===== src/device_set_change_tracker_top_defines.svh =====
// Assertion macros for the change tracker.
`ifndef DEVICE_SET_CHANGE_TRACKER_TOP_DEFINES_SVH
`define DEVICE_SET_CHANGE_TRACKER_TOP_DEFINES_SVH
`ifndef SYNTH
`define DSCT_ASSERT(label, clk, rstn, prop, msg) \
    label: assert property (@(posedge clk) disable iff (!rstn) (prop)) else $error(msg);
`define DSCT_ASSERT_RST(label, clk, prop, msg) \
    label: assert property (@(posedge clk) (prop)) else $error(msg);
`else
`define DSCT_ASSERT(label, clk, rstn, prop, msg)
`define DSCT_ASSERT_RST(label, clk, prop, msg)
`endif
`endif


===== src/dsct_pkg.sv =====
package dsct_pkg;
    localparam int TableDepthDefault = 32;
    localparam int SlotW  = 16;
    localparam int IdentW = 56;
    localparam int TotalW = 7;
    localparam logic [TotalW-1:0] TotalMax = 7'd127;

    typedef enum logic [1:0] {
        EV_ADDED   = 2'd0,
        EV_CHANGED = 2'd1,
        EV_REMOVED = 2'd2,
        EV_DONE    = 2'd3
    } ev_t;

    localparam logic [7:0] ClassStorage = 8'h01;
    localparam logic [7:0] ClassNetwork = 8'h02;
    localparam logic [7:0] ClassChar    = 8'h03;

    typedef struct packed {
        logic [SlotW-1:0]  slot;
        logic [IdentW-1:0] ident;
        logic              used;
        logic              matched;
    } entry_t;

    function automatic logic [1:0] kind_of_class(input logic [7:0] cls);
        logic [1:0] k;
        unique case (cls)
            ClassStorage: k = 2'd0;
            ClassNetwork: k = 2'd1;
            ClassChar:    k = 2'd2;
            default:      k = 2'd3;
        endcase
        return k;
    endfunction
endpackage


===== src/dsct_cell.sv =====
// One ring position: holds an old entry and a new entry; the old entry rotates when shift_en is set.
module dsct_cell (
    input  logic              aclk,
    input  logic              aresetn,
    input  logic              shift_en,
    input  logic              load_new,
    input  logic              commit,
    input  logic              set_match,
    input  dsct_pkg::entry_t  old_in,
    input  dsct_pkg::entry_t  new_in,
    output dsct_pkg::entry_t  old_out
);
    import dsct_pkg::*;
    entry_t old_reg, old_next, new_reg, new_next;

    always_comb begin
        old_next = old_reg;
        new_next = new_reg;
        if (commit) begin
            old_next = new_reg;
            old_next.matched = 1'b0;
            new_next.used = 1'b0;
        end else if (shift_en) begin
            old_next = old_in;
            if (set_match) old_next.matched = 1'b1;
            new_next = load_new ? new_in : new_reg;
        end else if (load_new) begin
            new_next = new_in;
        end
    end

    // Only the marks are reset; slot and identity are don't-care while unused.
    always_ff @(posedge aclk) begin
        if (!aresetn) begin
            old_reg.used    <= 1'b0;
            old_reg.matched <= 1'b0;
            new_reg.used    <= 1'b0;
            new_reg.matched <= 1'b0;
        end else begin
            old_reg <= old_next;
            new_reg <= new_next;
        end
    end

    assign old_out = old_reg;
endmodule


===== src/dsct_ctrl.sv =====
// Sequencer over the cell ring.
module dsct_ctrl #(
    parameter int TableDepth = dsct_pkg::TableDepthDefault
) (
    input  logic                            aclk,
    input  logic                            aresetn,
    input  logic                            s_tvalid,
    output logic                            s_tready,
    input  logic                            s_action,
    input  logic [dsct_pkg::SlotW-1:0]      s_slot,
    input  logic [dsct_pkg::IdentW-1:0]     s_ident,
    input  dsct_pkg::entry_t                head_old,
    output logic                            shift_en,
    output logic                            set_match,
    output logic                            commit,
    output logic [$clog2(TableDepth+1)-1:0] new_cnt,
    output logic                            wr_new,
    output dsct_pkg::entry_t                wr_entry,
    output logic                            m_tvalid,
    input  logic                            m_tready,
    output logic [63:0]                     m_tdata,
    output logic [1:0]                      m_tuser,
    output logic                            m_tlast
);
    import dsct_pkg::*;
    localparam int CW = $clog2(TableDepth+1);
    localparam int SW = $clog2(TableDepth) + 1;

    typedef enum logic [2:0] {S_IDLE, S_SCAN, S_SWEEP, S_OUT, S_DONE} st_t;
    st_t state_reg;
    logic [CW-1:0] new_cnt_reg;
    logic [SW-1:0] step_reg;
    logic [TotalW-1:0] total_reg;
    logic [SlotW-1:0] slot_reg;
    logic [IdentW-1:0] ident_reg;
    logic found_reg, hitdiff_reg, out_v_reg;
    logic [63:0] out_reg;
    ev_t out_ev_reg;
    logic out_last_reg;

    // tdata layout: bus, dev, func, vendor, device id, kind, change count
    function automatic logic [63:0] pack_data(ev_t e, logic [SlotW-1:0] s,
                                              logic [IdentW-1:0] id, logic [TotalW-1:0] c);
        logic [63:0] r;
        r = '0;
        r[7:0]   = s[15:8];
        r[12:8]  = s[7:3];
        r[15:13] = s[2:0];
        r[31:16] = id[55:40];
        r[47:32] = id[39:24];
        r[49:48] = (e == EV_DONE) ? 2'd0 : kind_of_class(id[23:16]);
        r[56:50] = c;
        return r;
    endfunction

    logic [TotalW-1:0] total_inc;
    assign total_inc = (total_reg == TotalMax) ? total_reg : total_reg + 1'b1;

    assign s_tready = aresetn && (state_reg == S_IDLE) && !out_v_reg;
    assign m_tvalid = out_v_reg;
    assign m_tdata  = out_reg;
    assign m_tuser  = out_ev_reg;
    assign m_tlast  = out_last_reg;
    assign new_cnt  = new_cnt_reg;
    assign wr_entry = '{slot: s_slot, ident: s_ident, used: 1'b1, matched: 1'b0};

    logic in_acc, in_commit, scanning, hit_now, sweeping, out_free, gone_now, out_load;
    assign in_acc    = s_tvalid && s_tready;
    assign in_commit = in_acc && s_action;
    assign wr_new    = in_acc && !s_action && (new_cnt_reg != CW'(TableDepth));
    assign out_free  = !out_v_reg || m_tready;
    assign scanning  = (state_reg == S_SCAN);
    assign sweeping  = (state_reg == S_SWEEP);
    assign hit_now   = scanning && !found_reg && head_old.used && head_old.slot == slot_reg;
    assign set_match = hit_now;
    assign gone_now  = sweeping && head_old.used && !head_old.matched;
    // Sweep stalls when a removed event cannot be placed.
    assign shift_en  = scanning || (sweeping && (!gone_now || out_free));
    assign commit    = (state_reg == S_DONE) && out_free;
    assign out_load  = ((state_reg == S_OUT) && (!found_reg || hitdiff_reg)) ||
                       (gone_now && out_free) || commit;

    always_ff @(posedge aclk) begin
        if (!aresetn) begin
            state_reg   <= S_IDLE;
            new_cnt_reg <= '0;
            total_reg   <= '0;
            out_v_reg   <= 1'b0;
        end else begin
            if (out_load) out_v_reg <= 1'b1;
            else if (m_tready) out_v_reg <= 1'b0;
            unique case (state_reg)
                S_IDLE: begin
                    if (in_commit) begin
                        state_reg <= S_SWEEP;
                        step_reg  <= '0;
                    end else if (wr_new) begin
                        new_cnt_reg <= new_cnt_reg + 1'b1;
                        slot_reg    <= s_slot;
                        ident_reg   <= s_ident;
                        found_reg   <= 1'b0;
                        hitdiff_reg <= 1'b0;
                        step_reg    <= '0;
                        state_reg   <= S_SCAN;
                    end
                end
                S_SCAN: begin
                    if (hit_now) begin
                        found_reg   <= 1'b1;
                        hitdiff_reg <= head_old.ident != ident_reg;
                    end
                    step_reg <= step_reg + 1'b1;
                    if (step_reg == SW'(TableDepth-1)) state_reg <= S_OUT;
                end
                S_OUT: begin
                    state_reg <= S_IDLE;
                    if (!found_reg || hitdiff_reg) begin
                        out_reg      <= pack_data(found_reg ? EV_CHANGED : EV_ADDED,
                                                  slot_reg, ident_reg, '0);
                        out_ev_reg   <= found_reg ? EV_CHANGED : EV_ADDED;
                        out_last_reg <= 1'b1;
                        total_reg    <= total_inc;
                    end
                end
                S_SWEEP: begin
                    if (shift_en) begin
                        if (gone_now) begin
                            out_reg      <= pack_data(EV_REMOVED, head_old.slot,
                                                      head_old.ident, '0);
                            out_ev_reg   <= EV_REMOVED;
                            out_last_reg <= 1'b0;
                            total_reg    <= total_inc;
                        end
                        step_reg <= step_reg + 1'b1;
                        if (step_reg == SW'(TableDepth-1)) state_reg <= S_DONE;
                    end
                end
                S_DONE: begin
                    if (out_free) begin
                        out_reg      <= pack_data(EV_DONE, '0, '0, total_reg);
                        out_ev_reg   <= EV_DONE;
                        out_last_reg <= 1'b1;
                        total_reg    <= '0;
                        new_cnt_reg  <= '0;
                        state_reg    <= S_IDLE;
                    end
                end
                default: state_reg <= S_IDLE;
            endcase
        end
    end
endmodule


===== src/dsct_ring.sv =====
// Ring of cells: old entries rotate through position 0, new entries load by index.
module dsct_ring #(
    parameter int TableDepth = dsct_pkg::TableDepthDefault
) (
    input  logic                            aclk,
    input  logic                            aresetn,
    input  logic                            shift_en,
    input  logic                            set_match,
    input  logic                            commit,
    input  logic                            wr_new,
    input  logic [$clog2(TableDepth+1)-1:0] new_cnt,
    input  dsct_pkg::entry_t                wr_entry,
    output dsct_pkg::entry_t                head_old
);
    import dsct_pkg::*;
    localparam int CW = $clog2(TableDepth+1);
    entry_t old_q [TableDepth];
    entry_t old_d [TableDepth];

    for (genvar i = 0; i < TableDepth; i++) begin : g_cell
        entry_t nin;
        assign old_d[i] = old_q[i];
        assign nin = wr_entry;
        dsct_cell u_cell (
            .aclk     (aclk),
            .aresetn  (aresetn),
            .shift_en (shift_en),
            .load_new (wr_new && (new_cnt == CW'(i))),
            .commit   (commit),
            .set_match(set_match && (i == TableDepth-1)),
            .old_in   (old_d[(i+1) % TableDepth]),
            .new_in   (nin),
            .old_out  (old_q[i])
        );
    end

    assign head_old = old_q[0];
endmodule


===== src/device_set_change_tracker_top.sv =====
// Device set change tracker.
// s_ channel: one transfer per scan item. s_tuser is the action (0 entry,
// 1 end of scan and commit); s_tdata carries slot and identity.
// m_ channel: one transfer per event; m_tuser is the event (added, changed,
// removed, done) and m_tlast marks the final transfer caused by an input.
// Entry item: one rotation of the cell ring past the compare point in S_SCAN,
// then S_OUT loads the added or changed event into the output register; an
// unchanged entry makes no event, and an entry dropped on a full table is not
// scanned at all.
// End of scan: one rotation of the ring in S_SWEEP, held while a removed event
// waits on the receiver, then S_DONE sends the done transfer once the output is
// free; commit copies new to old in the same cycle in every cell.
// Reset clears counts, totals and the entry-used and matched marks; slot and
// identity contents are left as they are. s_tready is low during reset.
// A stalled receiver holds the sweep at the entry that waits to be sent;
// s_tready stays low until the output register is free. Items: one at a time.
module device_set_change_tracker_top #(
    parameter int TABLE_DEPTH = dsct_pkg::TableDepthDefault
) (
    input  logic        aclk,
    input  logic        aresetn,
    input  logic        s_tvalid,
    output logic        s_tready,
    // bus, dev, func, vendor, device_id, base class, subclass, prog_if
    input  logic [71:0] s_tdata,
    // action
    input  logic        s_tuser,
    output logic        m_tvalid,
    input  logic        m_tready,
    // ev_bus, ev_dev, ev_func, ev_vendor, ev_device_id, device_kind,
    // change_count, zero fill
    output logic [63:0] m_tdata,
    // event_res
    output logic [1:0]  m_tuser,
    output logic        m_tlast
);
    import dsct_pkg::*;
    localparam int CW = $clog2(TABLE_DEPTH+1);
    entry_t head_old, wr_entry;
    logic shift_en, set_match, commit, wr_new;
    logic [CW-1:0] new_cnt;
    // Slot as bus<<8|dev<<3|func; identity as vendor..prog_if.
    logic [SlotW-1:0]  in_slot;
    logic [IdentW-1:0] in_ident;
    assign in_slot  = {s_tdata[7:0], s_tdata[12:8], s_tdata[15:13]};
    assign in_ident = {s_tdata[31:16], s_tdata[47:32], s_tdata[55:48],
                       s_tdata[63:56], s_tdata[71:64]};

    dsct_ctrl #(.TableDepth(TABLE_DEPTH)) u_ctrl (
        .aclk, .aresetn, .s_tvalid, .s_tready, .s_action(s_tuser),
        .s_slot(in_slot), .s_ident(in_ident), .head_old,
        .shift_en, .set_match, .commit, .new_cnt, .wr_new, .wr_entry,
        .m_tvalid, .m_tready, .m_tdata, .m_tuser, .m_tlast
    );
    dsct_ring #(.TableDepth(TABLE_DEPTH)) u_ring (
        .aclk, .aresetn, .shift_en, .set_match, .commit, .wr_new, .new_cnt,
        .wr_entry, .head_old
    );

`include "device_set_change_tracker_top_defines.svh"
    `DSCT_ASSERT(a_hold, aclk, aresetn, m_tvalid && !m_tready |=> m_tvalid, "result dropped")
    `DSCT_ASSERT(a_stable, aclk, aresetn, m_tvalid && !m_tready |=> $stable(m_tdata), "result changed")
    `DSCT_ASSERT(a_noacc, aclk, aresetn, m_tvalid |-> !s_tready, "input taken while busy")
    `DSCT_ASSERT_RST(a_rst, aclk, !aresetn |=> !m_tvalid, "valid after reset")
endmodule


===== config.mk =====
export PLATFORM = sky130hd
export DESIGN_NAME = device_set_change_tracker_top
export DESIGN_NICKNAME = d
export VERILOG_FILES = /design/src/dsct_pkg.sv /design/src/dsct_cell.sv /design/src/dsct_ctrl.sv /design/src/dsct_ring.sv /design/src/device_set_change_tracker_top.sv
export VERILOG_INCLUDE_DIRS = /design/src /design/src/src
export SDC_FILE = /design/constraint.sdc
export NUM_CORES = 2
export LEC_CHECK = 0
export ABC_AREA = 1
export BUFFER_PORTS_ARGS = -buffer_cell sky130_fd_sc_hd__buf_2
export CELL_PAD_IN_SITES_DETAIL_PLACEMENT = 2
export CELL_PAD_IN_SITES_GLOBAL_PLACEMENT = 2
export CORE_ASPECT_RATIO = 0.7
export CORE_MARGIN = 8
export CORE_UTILIZATION = 49
export DETAILED_ROUTE_END_ITERATION = 10
export PLACE_DENSITY = 0.88
export SETUP_SLACK_MARGIN = 0.3
export SYNTH_ARGS = -nofsm -noshare
export SYNTH_HDL_FRONTEND = slang
export SYNTH_SLANG_ARGS = --single-unit

===== constraint.sdc =====
create_clock -name aclk -period 261.9 [get_ports aclk]
set_clock_uncertainty 0.2 [all_clocks]
set_input_delay 78.57 -clock aclk [delete_from_list [all_inputs] [get_ports aclk]]
set_output_delay 78.57 -clock aclk [all_outputs]
set_load 0.02 [all_outputs]

==> out/results.ini, run 1 <==
[die]
initial_core_util = 0.491
die_w_um = 736
die_y_um = 520
io_pins = 146
rows = 185

[synthesis]
syn-cell-area_um2 = 178000
yosys_warnings = 0
synthCells = 13247
synth.distinct_cells = 37
synth.avg_cell_area_um2 = 13.4
ys_seq_area_frac = 0.814
ys_ff_latch = 4861

[status]
stop_stage = detailed placement
status = did not finish
tool.error = [ERROR DPL-0033] detailed placement checks failed during check placement.

[placement]
io_buffer_count = 138
dp_hpwl_um = 526000
gp_congestion = 0.758

## cells in the mapped netlist
cell type	instances	area (µm²)
buf_1	21	78.8
nor4_1	2	12.5
a31oi_1	15	93.8
or2_2	2	12.5
ha_1	6	75.1
clkinv_2	1	5.00
nor2_4	1	11.3
buf_4	88	661
xnor2_1	21	184
clkinv_1	1	3.75
nand2_2	3	18.8
nand3_2	2	20.0
nor2_2	4	25.0
inv_1	156	586
buf_6	37	417
o21ai_1	23	115
nand2_1	7102	26700
nand4_1	8	50.1
clkbuf_1	226	848
nand3_4	1	17.5
nand2_4	1	11.3
edfxtp_1	4748	143000
buf_8	1	15.0
a21oi_1	28	140
o22ai_1	35	219
buf_2	187	936
o21ai_0	148	741
inv_4	1	6.26
nand3_1	29	145
nor3b_1	5	37.5
inv_2	5	18.8
nor3_1	12	60.1
conb_1	1	3.75
o31ai_1	1	7.51
xor2_1	13	114
dfxtp_1	113	2260
nor2_1	199	747
## through the flow
stage	area, µm²	hold WS [ps]	setup WS, ps
after floorplan	178000	226	104220
after global placement	183000	243	103830
## cells by family after synthesis
| logic type | count (synthesis) | synth area share |
|---|---|---|
| DFF | 4861 | 0.814 |
| AOI/OAI and AO/OA | 250 | 0.00740 |
| and+or+nand+nor | 7371 | 0.156 |
| adders and majority gates | 6 | 0.000422 |
| buffers and inverters | 724 | 0.0201 |
| xor gates and xnor gates | 34 | 0.00167 |
| other | 1 | 0.0000211 |
==> run 2: changes to the inputs <==
--- a/config.mk
+++ b/config.mk
@@ -8,14 +8,10 @@
 export LEC_CHECK = 0
 export ABC_AREA = 1
 export BUFFER_PORTS_ARGS = -buffer_cell sky130_fd_sc_hd__buf_2
-export CELL_PAD_IN_SITES_DETAIL_PLACEMENT = 2
-export CELL_PAD_IN_SITES_GLOBAL_PLACEMENT = 2
-export CORE_ASPECT_RATIO = 0.7
 export CORE_MARGIN = 8
-export CORE_UTILIZATION = 49
+export CORE_UTILIZATION = 40
 export DETAILED_ROUTE_END_ITERATION = 10
-export PLACE_DENSITY = 0.88
-export SETUP_SLACK_MARGIN = 0.3
+export PLACE_DENSITY_LB_ADDON = 0.15
 export SYNTH_ARGS = -nofsm -noshare
 export SYNTH_HDL_FRONTEND = slang
 export SYNTH_SLANG_ARGS = --single-unit
==> run 2 against run 1 <==
Effect of this change: the run now ends clean; area after synthesis is the same; synthesized cell count is the same.
==> out/results.ini, run 2 <==
[setup_path]
cp_max_fo = 15
start_kind = primary input
critPathKind = primary input to output port
cp.arrival_ps = 79220
setup.worst_path.end_class = output port
cp.required_ps = 183130

[layout]
finalNetCount = 13603
layout_common_cells = nand2_1, edfxtp_1, clkbuf_16
final_layout_size_suffix_gt1_frac = 0.0734
fin_cells = 19866
final_common_cell = nand2_1
fillers = 39306
area_growth_pct = 12.9
largest_reg_flops = 2368
fin_area_um2 = 201000

[synthesis]
yosys.cell_count.top_type = nand2_1  ; unchanged
yosys.area_share.simple = 0.156  ; unchanged
synth_largest_area_cell = edfxtp_1  ; unchanged
synth_area_leaders = edfxtp_1, nand2_1, dfxtp_1  ; unchanged
synth_edf_count = 4748  ; unchanged
synth_common_cells = nand2_1, edfxtp_1, clkbuf_1  ; unchanged
synthCells = 13247  ; unchanged
synthFlopType = edfxtp_1  ; unchanged
synth.avg_cell_area_um2 = 13.4  ; unchanged
synthMuxAreaShare = 0  ; unchanged
synthArstFlopShare = 0  ; unchanged
syn-cell-area_um2 = 178000  ; unchanged
ys_seq_area_frac = 0.814  ; unchanged
yosys_warnings = 0  ; unchanged
ys_ff_latch = 4861  ; unchanged
synth.distinct_cells = 37  ; unchanged
synth_xor_xnor_area_share = 0.00167  ; unchanged
synth_fa_ha_area_frac = 0.000422  ; unchanged
synth_top_area_frac = 0.801  ; unchanged
synth_compound_area_frac = 0.00740  ; unchanged
synth_top_family_by_area = simple AND/OR/NAND/NOR gates  ; unchanged

[die]
core-area_um2 = 444000
initial_core_util = 0.401  ; was 0.491
die_w_um = 683  ; was 736 µm
die_y_um = 683  ; was 520 µm
rows = 245  ; was 185
dieArea_um2 = 466000
io_pins = 146  ; unchanged

[worst_hold_path]
hold_class = flip-flop to flip-flop

[drt]
drtPass1Iterations = 5
drt_iter0_drc = 7831
viasPerCell = 4.82
vias = 95774
drc_errors = 0
antenna_violating_nets_post_route = 0
wl_per_cell_um = 20.6
wirelength_um = 410000

[clocking]
post_cts_buffers = 0
cts_resized = 0
cts_root_buf = clkbuf_16
cts_hold_buf = 0
clock_sinks = 4861
numCtsBuffers = 528
cts_htree_levels = 6
cts.clk_slew.worst_paths_ps = 50
cts_tree = built
clockBufferDepth = 4
clk_latency_ps = 980

[placement]
dp_cells = 18918
io_buffer_count = 138  ; unchanged
dp_hpwl_um = 197000  ; was 526000 µm
place_area_um2 = 185000
gp_congestion = 0.755  ; was 0.758

[global_routing]
grt_util_met3 = 0.0229
grtUsageMet1 = 0.228
busiest_layer = met2
track_usage = 0.172
grt_pass1_vias = 97724
grt.overflow.total = 0
grt_pass1_wl_um = 617000
met2_usage = 0.302
grt_start_max_net_pins = 268
antenna_found_initial = 39

[status]
status = completed  ; was did not finish

[timing]
slew-limit-headroom = 0.131
tightest_slew_ps = 1300
slew_violations = 0
fin_crit_sh = 0.603
finalHoldViolCount = 0
fin_crit_ps = 157990
max_freq_mhz = 6.33
finalSetupViolations = 0
rsz0062_at_grt = false
setup-tns-final_ps = 0

[power_and_ir_drop]
p_per_area_nw_per_um2 = 10.9
vdd_ir_drop_max_mv = 0.0174
total_power_mw = 2.19
p_leak_nw = 74.9

[flow_run]
drv_cap = 0

run 2: cell counts after synthesis:
Identical to the previous run, type by type.
run 2: kinds of logic after synthesis:
logic type                 Yosys count
AOI/OAI and AO/OA                  250
and+or+nand+nor                   7371
xor gates and xnor gates            34
adders and majority gates            6
buffers and inverters              724
other                                1
DFF                               4861
run 2: critical path, stage by stage:
cell and delay, ps:
buf_2 250, nand2_1 120, nor2_1 100, buf_2 180
run 2: layout make-up:
class / instances / area [µm²] / area share
Inverter: 164 / 648 / 0.00323
Clock inverter: 257 / 2080 / 0.0103
Tap cell: 5928 / 7420 / 0.0369
Multi-Input combinational cell: 7668 / 29800 / 0.148
Antenna cell: 19 / 47.5 / 0.000237
Timing Repair Buffer: 297 / 2120 / 0.0106
Clock buffer: 672 / 14000 / 0.0698
Sequential cell: 4861 / 145000 / 0.721
run 2: worst paths after layout:
path | to | depth (start not counted) | start | slack [ps]
worst max-delay path | s_tready | 4 | aresetn | 103910
worst min-delay path | u_ring.g_cell[20].u_cell.old_out[1] | 2 | u_ring.g_cell[20].u_cell.old_out[1] | 260
worst max register to register | u_ring.g_cell[15].u_cell.old_out[26] | 14 | u_ctrl.state_reg[1] | 253650
worst min register to register | u_ring.g_cell[20].u_cell.old_out[1] | 2 | u_ring.g_cell[20].u_cell.old_out[1] | 260
run 2: metal layers:
metal	vias to the layer above	part of all wire
li1	45405	-
met1	47944	0.44
met2	1790	0.50
met3	621	0.040
met4	14	0.022
met5	-	0.00020
run 2: power by group:
| part | switching (mW) | internal (mW) |
|---|---|---|
| clock | 0.300 | 0.397 |
| combinational | 0.297 | 0.0825 |
| sequential | 0.0398 | 1.07 |
run 2: metrics by stage:
step	setup slack (ps)	utilization	hold slack (ps)
after floorplan	104220	-	226
after global placement	103800	0.416	237
after detailed placement	103900	0.416	243
after CTS	103900	0.452	256
after global routing	103860	0.452	269
final	103910	0.452	256
No activity file was read; power rests on OpenSTA's default activity.
